===== src/rtl/core/bspe_pkg.sv =====
package bspe_pkg;

    // Default sizes
    localparam int unsigned DEF_MAX_NODES  = 128;
    localparam int unsigned DEF_MAX_DEGREE = 128;
    localparam int unsigned DEF_MAX_BUDGET = 128;
    localparam int unsigned DEF_HEAP_DEPTH = 16384;

    // Field widths
    localparam int unsigned NODE_W   = 8;
    localparam int unsigned LEN_W    = 7;
    localparam int unsigned DNG_W    = 14;
    localparam int unsigned DANGER_W = 24;

    // Danger sums saturate one below the unreached mark
    localparam logic [DANGER_W-1:0] DANGER_INF = 24'hFFFFFF;
    localparam logic [DANGER_W-1:0] DANGER_MAX = 24'hFFFFFE;

    // Operation codes
    localparam logic OP_ADD_EDGE = 1'b0;
    localparam logic OP_SOLVE    = 1'b1;

    // Register indexes
    localparam logic REG_NODE_COUNT = 1'b0;
    localparam logic REG_BUDGET     = 1'b1;

    typedef enum logic [4:0] {
        ST_IDLE,
        ST_EDGE_RD_A,
        ST_EDGE_WR_A,
        ST_EDGE_RD_B,
        ST_EDGE_WR_B,
        ST_CLEAR,
        ST_INIT,
        ST_POP,
        ST_POP_TOP,
        ST_POP_XKEY,
        ST_SD_KEYX,
        ST_SD_L,
        ST_SD_LH,
        ST_SD_LK,
        ST_SD_R,
        ST_SD_RH,
        ST_SD_RK,
        ST_SD_MOVE,
        ST_CUR_RD,
        ST_CUR_CHK,
        ST_EX_RD,
        ST_EX_ADJ,
        ST_EX_WK,
        ST_EX_ES,
        ST_EX_EK,
        ST_EX_NEXT,
        ST_PU_START,
        ST_PU_CHK,
        ST_PU_PH,
        ST_PU_PK,
        ST_FINISH
    } bspe_state_t;

endpackage


===== src/rtl/core/bspe_ram.sv =====
module bspe_ram
    import bspe_pkg::*;
#(
    parameter int unsigned WIDTH = 8,
    parameter int unsigned DEPTH = 16
) (
    input  logic                     aclk,
    input  logic                     we,
    input  logic [$clog2(DEPTH)-1:0] waddr,
    input  logic [WIDTH-1:0]         wdata,
    input  logic [$clog2(DEPTH)-1:0] raddr,
    output logic [WIDTH-1:0]         rdata
);

    logic [WIDTH-1:0] mem [DEPTH];
    logic [WIDTH-1:0] rdata_reg;

    // Write one entry, register the read
    always_ff @(posedge aclk) begin
        if (we) begin
            mem[waddr] <= wdata;
        end
        rdata_reg <= mem[raddr];
    end

    assign rdata = rdata_reg;

endmodule


===== config.mk =====
export PLATFORM = sky130hd
export DESIGN_NAME = bspe_ram
export DESIGN_NICKNAME = d
export VERILOG_FILES = /design/src/rtl/core/bspe_pkg.sv /design/src/rtl/core/bspe_ram.sv
export SDC_FILE = /design/constraint.sdc
export NUM_CORES = 1
export LEC_CHECK = 0
export BUFFER_PORTS_ARGS = -buffer_cell sky130_fd_sc_hd__buf_2
export CAP_MARGIN = 10
export CORE_MARGIN = 2
export CORE_UTILIZATION = 35
export CTS_BUF_LIST = sky130_fd_sc_hd__clkbuf_8 sky130_fd_sc_hd__clkbuf_16
export CTS_CLUSTER_DIAMETER = 30
export DETAILED_ROUTE_END_ITERATION = 16
export PLACE_DENSITY = 0.54
export SETUP_SLACK_MARGIN = 0.1
export SYNTH_ARGS = -nofsm -noshare
export SYNTH_HDL_FRONTEND = slang
export SYNTH_SLANG_ARGS = --single-unit

===== constraint.sdc =====
create_clock -name aclk -period 1.7 [get_ports aclk]
set_input_delay 0.085 -clock aclk [delete_from_list [all_inputs] [get_ports aclk]]
set_output_delay 0.085 -clock aclk [all_outputs]
set_load 0.01 [all_outputs]

== Word level (Yosys, flattened, before mapping) ==
Memories as Yosys holds them, arrays and structs flattened. A register that Yosys moved wholly into a read port is not among the register bits.
Cells that the tools add are included.
Operators by class
  mux-type cells: 2
Operators with widths (count)
  1-bit 2-to-1 mux: 2
Storage, ports and cells
  flip-flop bits (word level): 0
  memory bits (writable): 128
  bits of input ports: 18
  output and inout port bits: 8
  word-level logic and storage cells: 3
  memories kept: 1
Memory list
  mem: depth 16, width 8, read ports 1, clocked after Yosys merged registers in 1, wr ports 1, line bspe_ram.sv:15  | logic [WIDTH-1:0] mem [DEPTH];

== Logic depth before layout (Yosys ltp) ==
  depth in word-level cells: 2
  mapped depth: 5
  depth with buffers taken out: 3

== Worst setup path before layout ==
Ideal clock, no wire load.
  kind: input port to flip-flop
  start point: input waddr[2]
  end point: memory mem[0][0], enable pin
  library setup time: 0.383 ns
  data arrival time: 1.195 ns
  required time: 1.317 ns
  setup slack: 0.122 ns
  stages: 2
  buffers on the path: 0
  cell sequence: or3b_2 nor3_1
RTL lines
  from (decl): line bspe_ram.sv:9  | input logic [$clog2(DEPTH)-1:0] waddr,
  to (decl): line bspe_ram.sv:15
No word-level cell before the write port.

==> impl_metrics.yaml <==
run_status:
  status: "finished, final reports clean"
layout:
  drive_gt1_share_pct: 28.6
  num_antenna_cells: 0
  final_nets: 301
  final_cell_mix: "edfxtp_1, buf_2, mux4_2"
  final_util_pct: 42.2
  final_common_cell: "edfxtp_1"
  fin_area_um2: 6080
  area_growth_pct: 18.2
  largest_reg_flops: 128
sta:
  fmax_mhz: 710
  slew_viol_final: 0
  finalHoldViolCount: 0
  tns_ns: 0
  finalSetupViolations: 0
  rsz0062_at_grt: "false"
  slew_headroom_pct: 49.9
  tightest_slew_ns: 0.751
  finClkSkew_ns: 0.00837
  fin_crit_ns: 1.41
  fin_crit_sh_pct: 82.8
clock_tree:
  cts_resized: 0
  clkSinkCount: 136
  holdBufCountCts: 0
  root_buffer: "clkbuf_16"
  cts.htree.levels: 4
  path_clk_slew_ns: 0.06
  numCtsBuffers: 17
  postCtsSetupBuffers: 0
  clk_latency_ns: 0.41
  clockBufferDepth: 2
  tritoncts: "done"
worst_setup_path:
  startpoint: "mem[2][0]$_DFFE_PP_"
  cp-start-kind: "flip-flop"
  path_class: "reg2reg"
  required_ns: 1.99
  arrival_ns: 1.70
  crit_fanout: 1
  reg2reg_from: "mem[2][0]$_DFFE_PP_"
  end_kind: "flip-flop"
pwr:
  vdd_drop_max_uv: 684
  powerDensity_nw_per_um2: 1170
  p_leak_uw: 0.00207
run:
  cap_viol_max_count: 0
synthesis:
  synth_nets: 247
  ys_ff_latch: 136
  avgSynthCellArea_um2: 22.5
  yosysWarnings: 0
  synthDistinctLibCells: 19
  syn-cell-area_um2: 5150
  syn_inst: 229
  seq_area_frac_synth_pct: 77.8
global_routing:
  grt_use_met1_pct: 20.6
  use_met2_pct: 20.2
  grt_max_degree: 33
  busiest_layer: "met1"
  track_usage_pct: 14.2
  grt_pass1_vias: 2513
  grt_util_met3_pct: 4.49
  grt_pass1_wl_um: 15800
  antenna_found_initial: 0
  overflow: 0
floorplan:
  initial_core_util_pct: 35.7
  die_w_um: 125
  die_height_um: 125
  dieArea_um2: 15700
  io_pins: 26
  fp-row-count: 44
  coreArea_um2: 14400
placement:
  place_area_um2: 5600
  gp_congestion: 0.729
  hpwl_um: 6520
  numPortBuffers: 25
detailed_routing:
  vias: 2417
  vias_per_cell: 5.06
  routedWlPerCell_um: 21.6
  drtIter0Drc: 199
  first_pass_iters: 4
  final_antenna_net_count: 0
  wl_um: 10300
  route.detailed.drc: 0
min_path:
  min_path_type: "in2reg"
  holdCritStartpoint: "wdata[4]"
## worst max-delay path: stages, from the launching register on
cell and delay [ns]:
edfxtp_1 0.37, mux4_1 0.51, a22oi_1 0.32, nand2_1 0.09
## synthesized netlist by cell type
cell type          n  area [um2]
buf_6              3        33.8
edfxtp_1         128        3840
dfxtp_1            8         160
and2b_1            1        7.51
nand3b_1           2        15.0
mux4_2            18         405
buf_2              3        15.0
nand2_1            9        33.8
nand3_1            1        5.00
buf_4              1        7.51
nor2_1            13        48.8
nand2b_1           2        12.5
and2_1             1        6.26
clkdlybuf4s25_2    3        30.0
or3b_2             1        8.76
nor3_1             4        20.0
nor2b_1            1        6.26
mux4_1            14         368
a22oi_1           16         120
## through the flow
| stage | worst slack (ns) | hold slack (ns) | power [uW] | std cells |
|---|---|---|---|---|
| after global routing | 0.257 | 0.0667 | 7390 | 478 |
| after detailed placement | 0.152 | 0.485 | 4220 | 448 |
| final | 0.292 | 0.0662 | 7140 | 478 |
| after CTS | 0.301 | 0.0572 | 7220 | 478 |
| after floorplan | 0.122 | 0.184 | 4040 | 229 |
| after global placement | 0.156 | 0.482 | 4210 | 448 |
## worst paths after layout
kind	endpoint	slack (ns)	cells past startpoint
setup / recovery	rdata[0]$_DFF_P_	0.29	3
hold / removal	mem[0][4]$_DFFE_PP_	0.07	1
setup reg to reg	rdata[0]$_DFF_P_	0.29	3
hold reg to reg	rdata[0]$_DFF_P_	0.68	3
## final cells by class
class	count	area (um2)
Timing Repair Buffer	45	313
Multi-Input combinational cell	83	1060
Tap cell	184	230
Sequential cell	136	4000
Fill cell	1279	8340
Clock buffer	17	425
Clock inverter	13	52.6
## metal layers
metal	share of wire [%]	vias up
li1	-	1080
met1	47	1255
met2	46	68
met3	5.2	14
met4	1.2	0
met5	0	-
## kinds of logic (layout without fill, tap and decap cells)
kind of cell,Yosys count,in the layout,share of synthesized area [%]
DFF,136,136,77.8
buffers and inverters,10,75,1.68
and+or+nand+nor,35,35,3.18
AOI/OAI and AO/OA,16,16,2.33
muxes,32,32,15.0
## where the power goes
part           internal, uW  switching [uW]  total (uW)
Sequential             3750            22.9        3770
Combinational           156             209         365
Clock                  1780            1230        3000
Note: power is estimated with default switching activity, not from simulation.
